[src/hdl/rk4_planar_pose_integrator_defines.svh]
// Assertion macros shared by the pose integrator RTL.
`ifndef RK4_PLANAR_POSE_INTEGRATOR_DEFINES_SVH
`define RK4_PLANAR_POSE_INTEGRATOR_DEFINES_SVH

// Same-cycle implication, checked outside reset.
`define RK4PPI_ASSERT_NOW(lbl, ante, cons) \
  lbl: assert property (@(posedge clk) disable iff (!rst_n) (ante) |-> (cons)) \
    else $error("rk4ppi: same-cycle check failed");

// Next-cycle implication, checked outside reset.
`define RK4PPI_ASSERT_NEXT(lbl, ante, cons) \
  lbl: assert property (@(posedge clk) disable iff (!rst_n) (ante) |=> (cons)) \
    else $error("rk4ppi: next-cycle check failed");

`endif

[src/hdl/rk4ppi_pkg.sv]
// Shared constants, types and tables of the pose integrator.
`default_nettype none
package rk4ppi_pkg;

  localparam int CORDIC_ITERATIONS = 16;
  localparam int CORDIC_STAGES = (CORDIC_ITERATIONS > 30) ? 30 : CORDIC_ITERATIONS;
  localparam int CNT_W = $clog2(CORDIC_STAGES + 1);
  localparam int DIV_STEPS = 10;  // 40-bit dividend, four bits per cycle

  localparam logic signed [32:0] CORDIC_START = 33'sd652032874;

  localparam logic [15:0] STEP_TIME_RST = 16'd6554;
  localparam logic [31:0] INIT_X_RST = 32'd32768000;
  localparam logic [31:0] INIT_Y_RST = 32'd32768000;
  localparam logic [31:0] INIT_HEADING_RST = 32'd0;

  typedef enum logic [1:0] {
    REG_STEP_TIME    = 2'd0,
    REG_INIT_X       = 2'd1,
    REG_INIT_Y       = 2'd2,
    REG_INIT_HEADING = 2'd3
  } reg_idx_t;

  typedef enum logic [1:0] {
    MUL_VF_COS = 2'd0,
    MUL_VL_SIN = 2'd1,
    MUL_VF_SIN = 2'd2,
    MUL_VL_COS = 2'd3
  } mul_sel_t;

  typedef struct packed {
    logic             cinit;
    logic             citer;
    logic             mul_en;
    mul_sel_t         mul_sel;
    logic             acc_en;
    mul_sel_t         acc_sel;
    logic             slope;
    logic [1:0]       ang_sel;
    logic [CNT_W-1:0] iter;
    logic             scale;
    logic             div;
    logic             commit;
  } cmd_t;

  function automatic logic [31:0] atan_turns(input logic [CNT_W-1:0] i);
    logic [31:0] v;
    unique case (i)
      5'd0:  v = 32'h20000000;
      5'd1:  v = 32'h12E4051E;
      5'd2:  v = 32'h09FB385B;
      5'd3:  v = 32'h051111D4;
      5'd4:  v = 32'h028B0D43;
      5'd5:  v = 32'h0145D7E1;
      5'd6:  v = 32'h00A2F61E;
      5'd7:  v = 32'h00517C55;
      5'd8:  v = 32'h0028BE53;
      5'd9:  v = 32'h00145F2F;
      5'd10: v = 32'h000A2F98;
      5'd11: v = 32'h000517CC;
      5'd12: v = 32'h00028BE6;
      5'd13: v = 32'h000145F3;
      5'd14: v = 32'h0000A2F9;
      5'd15: v = 32'h0000517C;
      5'd16: v = 32'h000028BE;
      5'd17: v = 32'h0000145F;
      5'd18: v = 32'h00000A2F;
      5'd19: v = 32'h00000517;
      5'd20: v = 32'h0000028B;
      5'd21: v = 32'h00000145;
      5'd22: v = 32'h000000A2;
      5'd23: v = 32'h00000051;
      5'd24: v = 32'h00000028;
      5'd25: v = 32'h00000014;
      5'd26: v = 32'h0000000A;
      5'd27: v = 32'h00000005;
      5'd28: v = 32'h00000002;
      5'd29: v = 32'h00000001;
      default: v = 32'h0;
    endcase
    return v;
  endfunction

endpackage
`default_nettype wire

[src/hdl/rk4ppi_ctl.sv]
// Sequencer: CORDIC, slope products, scaling, divide and commit.
`default_nettype none
module rk4ppi_ctl (
  input  wire logic          clk,
  input  wire logic          rst_n,
  input  wire logic          start,
  output rk4ppi_pkg::cmd_t   cmd,
  output logic               idle
);
  import rk4ppi_pkg::*;

  typedef enum logic [2:0] {
    S_IDLE, S_CINIT, S_CITER, S_MUL, S_SLOPE, S_SCALE, S_DIV, S_COMMIT
  } state_t;

  state_t           state_r;
  logic [1:0]       ang_r;
  logic [CNT_W-1:0] cnt_r;

  always_ff @(posedge clk) begin
    if (!rst_n) begin
      state_r <= S_IDLE;
      ang_r   <= '0;
      cnt_r   <= '0;
    end else begin
      unique case (state_r)
        S_IDLE: begin
          if (start) begin
            state_r <= S_CINIT;
            ang_r   <= '0;
          end
        end
        S_CINIT: begin
          state_r <= S_CITER;
          cnt_r   <= '0;
        end
        S_CITER: begin
          if (cnt_r == CNT_W'(CORDIC_STAGES - 1)) begin
            state_r <= S_MUL;
            cnt_r   <= '0;
          end else begin
            cnt_r <= cnt_r + 1'b1;
          end
        end
        S_MUL: begin
          if (cnt_r == CNT_W'(4)) state_r <= S_SLOPE;
          else cnt_r <= cnt_r + 1'b1;
        end
        S_SLOPE: begin
          if (ang_r == 2'd2) begin
            state_r <= S_SCALE;
          end else begin
            ang_r   <= ang_r + 1'b1;
            state_r <= S_CINIT;
          end
        end
        S_SCALE: begin
          state_r <= S_DIV;
          cnt_r   <= '0;
        end
        S_DIV: begin
          if (cnt_r == CNT_W'(DIV_STEPS - 1)) state_r <= S_COMMIT;
          else cnt_r <= cnt_r + 1'b1;
        end
        S_COMMIT: state_r <= S_IDLE;
        default: state_r <= S_IDLE;
      endcase
    end
  end

  always_comb begin
    cmd         = '0;
    cmd.ang_sel = ang_r;
    cmd.iter    = cnt_r;
    cmd.mul_sel = mul_sel_t'(cnt_r[1:0]);
    cmd.acc_sel = mul_sel_t'(cnt_r[1:0] - 2'd1);
    cmd.cinit   = (state_r == S_CINIT);
    cmd.citer   = (state_r == S_CITER);
    cmd.mul_en  = (state_r == S_MUL) && (cnt_r < CNT_W'(4));
    cmd.acc_en  = (state_r == S_MUL) && (cnt_r != '0);
    cmd.slope   = (state_r == S_SLOPE);
    cmd.scale   = (state_r == S_SCALE);
    cmd.div     = (state_r == S_DIV);
    cmd.commit  = (state_r == S_COMMIT);
  end

  assign idle = (state_r == S_IDLE);

endmodule
`default_nettype wire

[config.mk]
export PLATFORM = sky130hd
export DESIGN_NAME = rk4ppi_ctl
export DESIGN_NICKNAME = d
export VERILOG_FILES = /design/src/hdl/rk4_planar_pose_integrator_defines.svh /design/src/hdl/rk4ppi_pkg.sv /design/src/hdl/rk4ppi_ctl.sv
export SDC_FILE = /design/constraint.sdc
export NUM_CORES = 1
export LEC_CHECK = 0
export BUFFER_PORTS_ARGS = -buffer_cell sky130_fd_sc_hd__buf_2
export CELL_PAD_IN_SITES_DETAIL_PLACEMENT = 1
export CELL_PAD_IN_SITES_GLOBAL_PLACEMENT = 1
export CORE_MARGIN = 1.5
export CORE_UTILIZATION = 40
export DETAILED_ROUTE_END_ITERATION = 10
export PLACE_DENSITY = 0.95
export SLEW_MARGIN = 20
export SYNTH_ARGS = -nofsm -noshare
export SYNTH_HDL_FRONTEND = slang
export SYNTH_SLANG_ARGS = --single-unit
[constraint.sdc]
create_clock -name clk -period 5 [get_ports clk]
set_input_delay 0.75 -clock clk [delete_from_list [all_inputs] [get_ports clk]]
set_output_delay 0.75 -clock clk [all_outputs]
set_load 0.05 [all_outputs]
==> results of run 1 <==
==> layer usage <==
layer / share of wire (%) / up-vias / global-route usage [%]
li1: - / 414 / -
met1: 43 / 405 / 24.07
met2: 52 / 14 / 36.26
met3: 2.3 / 5 / 1.818
met4: 2.0 / 0 / 8.333
met5: 0 / - / 0
==> kinds of logic after synthesis <==
logic type | share of synthesized area [%]
AO/OA/AOI/OAI | 23.59
flip-flops | 23.15
AND/OR/NAND/NOR | 32.27
multiplexers | 1.158
adder cells (fa/ha/maj) | 8.683
buffers and inverters | 10.13
XOR/XNOR | 1.013
==> registers in the layout, summed over array words and instances, names as in the netlist <==
name and count:
ang_r 2, cnt_r 5, state_r 3
==> layout make-up <==
class / instances / share of cell area (%)
clock buffer: 3 / 2.305
inverter: 9 / 3.457
multi-input combinational: 81 / 59.03
sequential: 10 / 20.49
tap: 27 / 3.457
timing repair buffer: 22 / 11.27
==> per-stage QoR <==
stage	utilization (%)	std cells	area, um2
CTS	48.81	152	977.2
finish	48.81	152	977.2
global route	48.81	152	977.2
detailed placement	47.69	149	954.7
floorplan	-	108	864.6
global placement	47.69	149	954.7
==> synthesized netlist by cell type (all sizes together), types with 2 or more instances <==
library cell  count  area share, %
and4bb            2            3.3
nand2b            7            5.9
nor3b             3            2.6
a21oi             6            3.9
nor3              5            2.9
buf               6            5.4
a22oi             2            1.7
clkbuf            2           0.87
inv               9            3.9
o211ai            2            1.7
nand3b            3            2.6
o21a              2            1.7
and3              3            2.3
nand3             4            2.3
dfxtp            10             23
nor2b             2            1.4
o21ai             5            2.9
ha                6            8.7
nand2             6            2.6
nor2              7            3.0
==> worst min-delay path, stage by stage, from the launching register on <==
cell	delay [ns]
dfxtp_1	0.32
nand3_1	0.08
a21oi_2	0.05
==> where the power goes <==
part,switching (uW),leakage (uW),total (uW),internal [uW]
Clock,27.3,0.0000138,55.1,27.8
Sequential,14.8,0.0000814,98.9,84.2
Combinational,62.3,0.000328,89.5,27.2
==> worst max-delay path by stage <==
| stage | from | end | slack (ns) | depth (start not counted) |
|---|---|---|---|---|
| 3_3_place_gp | state_r[0]$_SDFFE_PN0P_ | cmd[13] | 2.85 | 3 |
| 4_1_cts | state_r[0]$_SDFFE_PN0P_ | cmd[13] | 2.47 | 3 |
| 6_report | state_r[0]$_SDFFE_PN0P_ | cmd[13] | 2.44 | 3 |
| 2_1_floorplan | cnt_r[0]$_SDFFE_PN0P_ | cmd[13] | 2.04 | 3 |
| 3_5_place_dp | state_r[0]$_SDFFE_PN0P_ | cmd[13] | 2.77 | 3 |
| 5_1_grt | state_r[0]$_SDFFE_PN0P_ | cmd[13] | 2.26 | 3 |
==> results.tsv, run 1 <==
stage	metric	value	unit
grt	grt_pass1_wl	3822	um
min_path	hold_depth	2	
sta	final-max-slew-violation-count	0	
critical_path	end_kind	output pin	
routing	routed_wl	2201	um
min_path	hold_path_class	flop to flop	
sta	setup_viol	0	
finish	layout-drive-gt1-share	27.20	%
routing	vias	838	
routing	drt-vias-per-instance	5.513	
routing	drc_errors	0	
logic_synthesis	syn_area_per_cell	8.005	um2
floorplan	die_w	49.49	um
sta	skew	0.004723	ns
power	ir_drop	154.9	uV
cts	clk_latency	0.27	ns
status	outcome	complete, no violations	
logic_synthesis	syn-cell-area	864.6	um2
floorplan	die_h	49.49	um
sta	post-route-period-util	51.15	%
sta	whs	0.4968	ns
floorplan	row_count	16	
min_path	hp-start	ang_r[0]$_SDFFE_PN0P_	
cts	cts_root_buf	clkbuf_4	
finish	antenna_cells	0	
critical_path	reg2reg_depth	7	
critical_path	r2r_slack	3.02	ns
critical_path	critical_path_class	flop to output pin	
routing	wl_per_cell	14.48	um
routing	ant_nets	0	
critical_path	critPathMaxStageDelay	0.89	ns
grt	grt_max_degree	31	
grt	grt_pass1_vias	822	
finish	multi_input_area	576.8	um2
power	p_leak	0.0004232	uW
cts	cts_max_path_buffers	2	
power	p_per_area	249.3	nW/um2
critical_path	timing.rr.start	cnt_r[0]$_SDFFE_PN0P_	
finish	fin_nets	136	
cts	cts_resized	0	
finish	fillCellCount	255	
logic_synthesis	synth_flop_cell	dfxtp_1	
critical_path	worstPathCellList	nand3b_1 -> a21oi_1 -> buf_2	
logic_synthesis	yosysSeqAreaShare	23.15	%
cts	cts_tree	yes	
sta	layout_setup_ws	2.442	ns
floorplan	start_util	43.19	%
logic_synthesis	synthCells	108	
cts	cts_buffers	3	
finish	seq_area	200.2	um2
power	finalPower	243.6	uW
sta	worst-slew-pin-transition	0.8658	ns
sta	hold_viol	0	
grt	grt-ovfl-total	0	
cts	clk_pin_slew_worst_paths	0.06	ns
sta	rsz0062_at_grt	no	
critical_path	required	4.25	ns
min_path	whs_endpoint	ang_r[0]$_SDFFE_PN0P_	
critical_path	crit_arrival	1.81	ns
grt	grtUsageTotal	20.03	%
logic_synthesis	synth-async-reset-ratio	0	%
logic_synthesis	yosysWarnings	0	
place	hpwlAfterDp	1714	um
place	dp_slack	2.773	ns
critical_path	timing.rr.end	cnt_r[4]$_SDFFE_PN0P_	
critical_path	critPathSlowestCell	dfxtp_1	
routing	drt_iter0_drc	6	
sta	fmax	391.0	MHz
place	gp_congestion	0.8544	
logic_synthesis	synth_edf_count	0	
place	port_buffers	22	
sta	finalCriticalPeriod	2.558	ns
job	cap_violations	0	
critical_path	start_kind	flop	
cts	htree_levels	1	
sta	slew_headroom	42.20	%
floorplan	design.core.area	2002	um2
finish	final_common_cell	buf_2	
routing	first_pass_iters	4	
finish	final_cell_mix	buf_2, dfxtp_1, inv_1, nor2_1	
logic_synthesis	ys_seq_elements	10	
cts	cts_setup_buffers	0	
critical_path	cp_top_family	flip-flops	
sta	tns	0	ns
cts	ctsHoldBuffers	0	
floorplan	dieArea	2449	um2
grt	antenna_found_initial	0	
logic_synthesis	synth_nets	117	
critical_path	critPathMaxFanout	30	
logic_synthesis	ys_types	43	
floorplan	ios	23	
critical_path	cp_num_buf_inv	1	
cts	cts.sinks	10	
finish	area.growth.synth_to_final	13.02	%
No activity file was read; power rests on OpenSTA's default activity.
==> run 2, diff against run 1 <==
--- a/config.mk
+++ b/config.mk
@@ -9,9 +9,9 @@
 export CELL_PAD_IN_SITES_DETAIL_PLACEMENT = 1
 export CELL_PAD_IN_SITES_GLOBAL_PLACEMENT = 1
 export CORE_MARGIN = 1.5
-export CORE_UTILIZATION = 40
+export CORE_UTILIZATION = 33
 export DETAILED_ROUTE_END_ITERATION = 10
-export PLACE_DENSITY = 0.95
+export PLACE_DENSITY = 0.85
 export SLEW_MARGIN = 20
 export SYNTH_ARGS = -nofsm -noshare
 export SYNTH_HDL_FRONTEND = slang
==> constraint.sdc (replaced) <==
create_clock -name clk -period 2.3 [get_ports clk]
set_input_delay 0.345 -clock clk [delete_from_list [all_inputs] [get_ports clk]]
set_output_delay 0.345 -clock clk [all_outputs]
set_load 0.05 [all_outputs]
==> run 2 against run 1 <==
Against the previous run: non-clock buffer count is 2 higher; critical path depth is 4 higher; count of clock-buffer cells in the layout is 1 higher; global-route usage is 3.2 points lower; sequential power is 110% higher; register-to-register slack worse by 2.7 ns; hold slack worse by 0.12 ns; critical path type is now flop to flop; critical endpoint is now cnt_r[4]$_SDFFE_PN0P_; highest routed layer unchanged.
==> results.tsv, run 2 (synthesized netlist as in run 1, its figures left out) <==
stage	metric	value	unit	change
grt	use_met3	1.667	%	-0.15 points
sta	hold_viol	0		unchanged
critical_path	required	2.48	ns	-1.77 ns
finish	fin_nets	138		+1.5%
grt	antenna_found_initial	0		unchanged
finish	antenna_cells	0		unchanged
critical_path	reg2reg_depth	7		unchanged
place	hpwlAfterDp	1688	um	-1.6%
sta	rsz0062_at_grt	no		
cts	cts_root_buf	clkbuf_4		
routing	drc_errors	0		unchanged
finish	final_common_cell	buf_2		
sta	post-route-period-util	84.41	%	
grt	grt-ovfl-total	0		unchanged
routing	drt-vias-per-instance	5.278		-4.3%
routing	routed_wl	2184	um	-0.77%
cts	cts_max_path_buffers	2		unchanged
power	clkPwrFrac	28.3	%	+5.7 points
floorplan	dieArea	2936	um2	+20%
finish	largest-register	cnt_r		
finish	final_cell_mix	buf_2, dfxtp_1, inv_1, nor2_1		
cts	cts_tree	yes		
critical_path	crit_arrival	2.12	ns	+0.31 ns
power	pwr-share-comb	36.4	%	-0.3 points
power	ir_drop	264.6	uV	+71%
routing	ant_nets	0		unchanged
power	p_leak	0.0004406	uW	+4.1%
critical_path	critPathMaxFanout	7		-77%
cts	cts.sinks	10		unchanged
sta	fmax	515.1	MHz	
sta	worst-slew-pin-transition	0.5510	ns	-0.3149 ns
cts	cts_setup_buffers	0		unchanged
grt	grtUsageTotal	16.79	%	-3.2 points
grt	grt_pass1_vias	799		-2.8%
grt	grt_pass1_wl	3553	um	-7.0%
finish	largest_reg_flops	5		unchanged
sta	slew_headroom	63.22	%	+21 points
floorplan	die_h	54.19	um	+9.5%
routing	drt_iter0_drc	9		+3
job	cap_violations	0		unchanged
sta	tns	0	ns	unchanged
sta	setup_viol	0		unchanged
finish	seq_area	200.2	um2	unchanged
min_path	hold_depth	2		unchanged
cts	cts_resized	0		unchanged
finish	area.growth.synth_to_final	17.22	%	
cts	cts_buffers	3		unchanged
finish	layout-drive-gt1-share	29.69	%	+2.5 points
power	switching_share	40.70	%	-2.1 points
routing	first_pass_iters	4		unchanged
status	outcome	complete, no violations		
grt	met1_usage	20.37	%	-3.7 points
sta	final-max-slew-violation-count	0		unchanged
floorplan	ios	23		unchanged
cts	ctsHoldBuffers	0		unchanged
place	gp_congestion	0.8551		about the same
grt	gr-usage-met2	30.12	%	-6.1 points
power	p_int	342.8	uW	+150%
critical_path	critical_path_class	flop to flop		
cts	htree_levels	1		unchanged
grt	grt_max_degree	20		-35%
finish	multi_input_area	580.6	um2	+0.65%
finish	fin_cells	158		+3.9%
power	p_sw	235.3	uW	+130%
floorplan	row_count	18		+2
sta	finalCriticalPeriod	1.941	ns	
grt	grt_most_used_layer	met2		
power	p_seq_share	35.3	%	-5.3 points
cts	clk_pin_slew_worst_paths	0.08	ns	+0.02 ns
floorplan	design.core.area	2477	um2	+24%
finish	post-route-util	40.91	%	-7.9 points
power	p_per_area	570.3	nW/um2	+130%
critical_path	end_kind	flop		
place	port_buffers	22		unchanged
min_path	hold_path_class	primary input to flop		
finish	fillCellCount	320		+25%
floorplan	start_util	34.90	%	-8.3 points
routing	wl_per_cell	13.82	um	-4.5%
finish	top_regs	cnt_r: 5 flops, state_r: 3 flops, ang_r: 2 flops		
critical_path	start_kind	flop		
floorplan	die_w	54.19	um	+9.5%
routing	vias	834		-0.48%
sta	skew	0.005518	ns	+0.0007955 ns
place	dp.cells	154		+3.4%
cts	clk_latency	0.27	ns	about the same
-- run 2: routing by layer --
| metal | up-vias | part of all wire, % |
|---|---|---|
| li1 | 420 | - |
| met1 | 390 | 46 |
| met2 | 22 | 50 |
| met3 | 2 | 3.8 |
| met4 | 0 | 0.46 |
| met5 | - | 0 |
-- run 2: power by group through the flow --
stage	clock network, uW	logic (uW)	registers [uW]
2_1_floorplan	0	160	219
6_report	163	210	204
4_1_cts	171	213	204
5_1_grt	176	230	206
3_3_place_gp	0	206	207
3_5_place_dp	0	212	208
-- run 2: final timing paths --
| kind | start | to | slack [ns] |
|---|---|---|---|
| max | cnt_r[0]$_SDFFE_PN0P_ | cnt_r[4]$_SDFFE_PN0P_ | 0.36 |
| min | rst_n | state_r[2]$_SDFFE_PN0P_ | 0.38 |
| max reg2reg | cnt_r[0]$_SDFFE_PN0P_ | cnt_r[4]$_SDFFE_PN0P_ | 0.36 |
| min reg2reg | ang_r[0]$_SDFFE_PN0P_ | ang_r[0]$_SDFFE_PN0P_ | 0.50 |
-- run 2: layout make-up --
class	instances	share of cell area (%)
Multi-Input combinational cell	81	57.28
Sequential cell	10	19.75
Timing Repair Buffer	24	12.35
Tap cell	30	3.704
Clock buffer	4	3.580
Inverter	9	3.333
-- run 2: worst max-delay path, stage by stage, from the launching register on --
cell and delay, ns:
dfxtp_1 0.37, ha_1 0.23, and3_2 0.22, ha_1 0.28
or2_1 0.21, a21boi_0 0.15, o21ai_0 0.12, a311oi_1 0.28
-- run 2: per-stage QoR --
| stage | cell area (um2) | setup slack (ns) | hold slack, ns | power [uW] |
|---|---|---|---|---|
| after global placement | 977.2 | 0.4741 | 0.4796 | 412.6 |
| after CTS | 1013 | 0.3246 | 0.3659 | 587.7 |
| final | 1013 | 0.3587 | 0.3752 | 578.0 |
| after global routing | 1013 | 0.1985 | 0.3829 | 612.2 |
| after detailed placement | 977.2 | 0.3443 | 0.4934 | 420.1 |
| after floorplan | 868.3 | 0.008226 | 0.4625 | 379.5 |
==> run 3, diff against run 2 <==
==> constraint.sdc (replaced) <==
create_clock -name clk -period 1.7 [get_ports clk]
set_input_delay 0.255 -clock clk [delete_from_list [all_inputs] [get_ports clk]]
set_output_delay 0.255 -clock clk [all_outputs]
set_load 0.05 [all_outputs]
==> run 3 against run 2 <==
Against the previous run: worst setup slack lost 0.34 ns; design area is 21% higher; critical path depth is 1 higher; largest cell class unchanged; highest routed layer unchanged.
==> results.tsv, run 3 (synthesized netlist as in run 1, its figures left out) <==
stage	metric	value	unit	change
status	outcome	complete, no violations		
cts	cts_root_buf	clkbuf_4		
floorplan	dieArea	2936	um2	unchanged
job	cap_violations	0		unchanged
critical_path	cp_num_buf_inv	3		+3
routing	first_pass_iters	4		unchanged
place	post_dp_cell_area	1110	um2	+14%
cts	clk_pin_slew_worst_paths	0.09	ns	about the same
critical_path	critPathMaxFanout	6		-1
critical_path	required	1.89	ns	-0.59 ns
sta	post-route-period-util	99.04	%	+15 points
floorplan	die_w	54.19	um	unchanged
finish	largest_reg_flops	5		unchanged
floorplan	start_util	34.90	%	unchanged
critical_path	cp_top_family	buffers and inverters		
sta	layout_setup_ws	0.01635	ns	-0.3423 ns
grt	grt-ovfl-total	0		unchanged
cts	clk_latency	0.29	ns	+0.02 ns
sta	rsz0062_at_grt	yes		
finish	post-route-util	49.70	%	+8.8 points
routing	drt-vias-per-instance	5.470		+3.6%
routing	wl_per_cell	16.38	um	+18%
cts	cts.sinks	10		unchanged
floorplan	ios	23		unchanged
finish	area.growth.synth_to_final	42.40	%	
floorplan	die_h	54.19	um	unchanged
floorplan	design.core.area	2477	um2	unchanged
sta	worst-slew-pin-transition	0.2822	ns	-0.2687 ns
sta	setup_viol	0		unchanged
routing	drt_iter0_drc	11		+2
grt	grtUsageTotal	20.35	%	+3.6 points
grt	antenna_found_initial	0		unchanged
routing	drc_errors	0		unchanged
grt	grt_pass1_vias	849		+6.3%
critical_path	critPathSlowestCell	dfxtp_4		
finish	final_common_cell	buf_2		
critical_path	r2r_slack	0.02	ns	-0.34 ns
cts	cts_tree	yes		
critical_path	cpMostUsedCell	buf_4		
min_path	hold_depth	2		unchanged
critical_path	critical_path_class	flop to flop		
critical_path	start_kind	flop		
sta	tns	0	ns	unchanged
finish	fin_area	1231	um2	+21%
sta	skew	0.01420	ns	+0.008679 ns
critical_path	timing.rr.start	cnt_r[0]$_SDFFE_PN0P_		
place	port_buffers	22		unchanged
power	ir_drop	511.1	uV	+93%
finish	final_cell_mix	buf_2, buf_4, inv_1		
critical_path	reg2reg_depth	8		+1
cts	cts_max_path_buffers	2		unchanged
finish	layout-drive-gt1-share	54.35	%	+25 points
power	finalPower	845.4	uW	+46%
finish	top_regs	cnt_r: 5 flops, state_r: 3 flops, ang_r: 2 flops		
cts	cts_buffers	3		unchanged
sta	finalCriticalPeriod	1.684	ns	-0.2577 ns
place	hpwlAfterDp	1905	um	+13%
sta	fmax	593.9	MHz	+15%
place	gp_congestion	0.7769		-9.1%
sta	final-max-slew-violation-count	0		unchanged
grt	grt_max_degree	15		-25%
power	p_per_area	686.6	nW/um2	+20%
critical_path	end_kind	flop		
power	p_leak	0.0005093	uW	+16%
grt	grt_pass1_wl	4133	um	+16%
sta	slew_headroom	81.04	%	+18 points
cts	htree_levels	1		unchanged
finish	largest-register	cnt_r		
critical_path	critPathMaxStageDelay	0.37	ns	about the same
routing	routed_wl	2751	um	+26%
critical_path	crit_arrival	1.88	ns	-0.24 ns
routing	ant_nets	0		unchanged
min_path	hold_path_class	primary input to flop		
critical_path	timing.rr.end	state_r[0]$_SDFFE_PN0P_		
min_path	whs_endpoint	state_r[2]$_SDFFE_PN0P_		
finish	antenna_cells	0		unchanged
sta	hold_viol	0		unchanged
min_path	hp-start	rst_n		
place	dp_slack	-0.07182	ns	-0.4161 ns
routing	vias	919		+10%
finish	fin_nets	148		+7.2%
critical_path	worstPathCellList	buf_4 -> clkinvlp_4 -> ha_4 -> and4bb_4 -> buf_4 -> o21ai_1 -> nand2b_1 -> a221oi_1		
floorplan	row_count	18		unchanged
## run 3: cell count changes in the layout (fill, tap and decap cells not counted), sizes merged
| cell | change |
|---|---|
| clkinvlp | +1 |
| buf | +9 |
| clkbuf | +1 |
| inv | -1 |
## run 3: repair_timing
item,4_1_cts,5_1_grt
pin swaps,2,4
hold endpoints to repair,0,0
setup endpoints to repair,13,10
resized for setup,13,11
buffers inserted,1,1
hold buffers,0,0
## run 3: metrics by stage
step / instances / hold slack [ns]
2_1_floorplan: 108 / 0.3725
3_3_place_gp: 162 / 0.4636
3_5_place_dp: 162 / 0.4823
4_1_cts: 167 / 0.2505
5_1_grt: 168 / 0.2592
6_report: 168 / 0.2539
## run 3: how the worst max path moves through the flow
| stage | end | slack (ns) | from | depth (start not counted) |
|---|---|---|---|---|
| 2_1_floorplan | cnt_r[2]$_SDFFE_PN0P_ | -0.16 | cnt_r[0]$_SDFFE_PN0P_ | 6 |
| 3_3_place_gp | cnt_r[4]$_SDFFE_PN0P_ | -0.003 | cnt_r[0]$_SDFFE_PN0P_ | 7 |
| 3_5_place_dp | cnt_r[4]$_SDFFE_PN0P_ | -0.07 | cnt_r[0]$_SDFFE_PN0P_ | 7 |
| 4_1_cts | cnt_r[3]$_SDFFE_PN0P_ | 0.0002 | cnt_r[1]$_SDFFE_PN0P_ | 7 |
| 5_1_grt | cnt_r[4]$_SDFFE_PN0P_ | -0.03 | cnt_r[0]$_SDFFE_PN0P_ | 7 |
| 6_report | state_r[0]$_SDFFE_PN0P_ | 0.02 | cnt_r[0]$_SDFFE_PN0P_ | 8 |
## run 3: area by class of cell
class	count	area, um2
Clock buffer	4	26.28
Sequential cell	10	219.0
Tap cell	30	37.54
Multi-Input combinational cell	81	698.2
Inverter	9	40.04
Timing Repair Buffer	34	210.2
Fill cell	310	1246
## run 3: where the power goes
part	leakage, uW	switching [uW]	internal (uW)	total (uW)
logic	0.000408	239	133	372
registers	0.0000862	28.0	249	277
clock network	0.0000150	105	91.3	196
## run 3: worst reg2reg max path, stage by stage (launching register included)
cell and delay [ns]:
dfxtp_4 0.37, buf_4 0.15, clkinvlp_4 0.11, ha_4 0.17
and4bb_4 0.22, buf_4 0.15, o21ai_1 0.11, nand2b_1 0.07
a221oi_1 0.24
## run 3: layer usage
| metal | GRT usage [%] | wire length (um) |
|---|---|---|
| met1 | 23.22 | 1176 |
| met2 | 34.94 | 1391 |
| met3 | 5.000 | 87 |
| met4 | 10.00 | 96 |
| met5 | 0 | 0 |
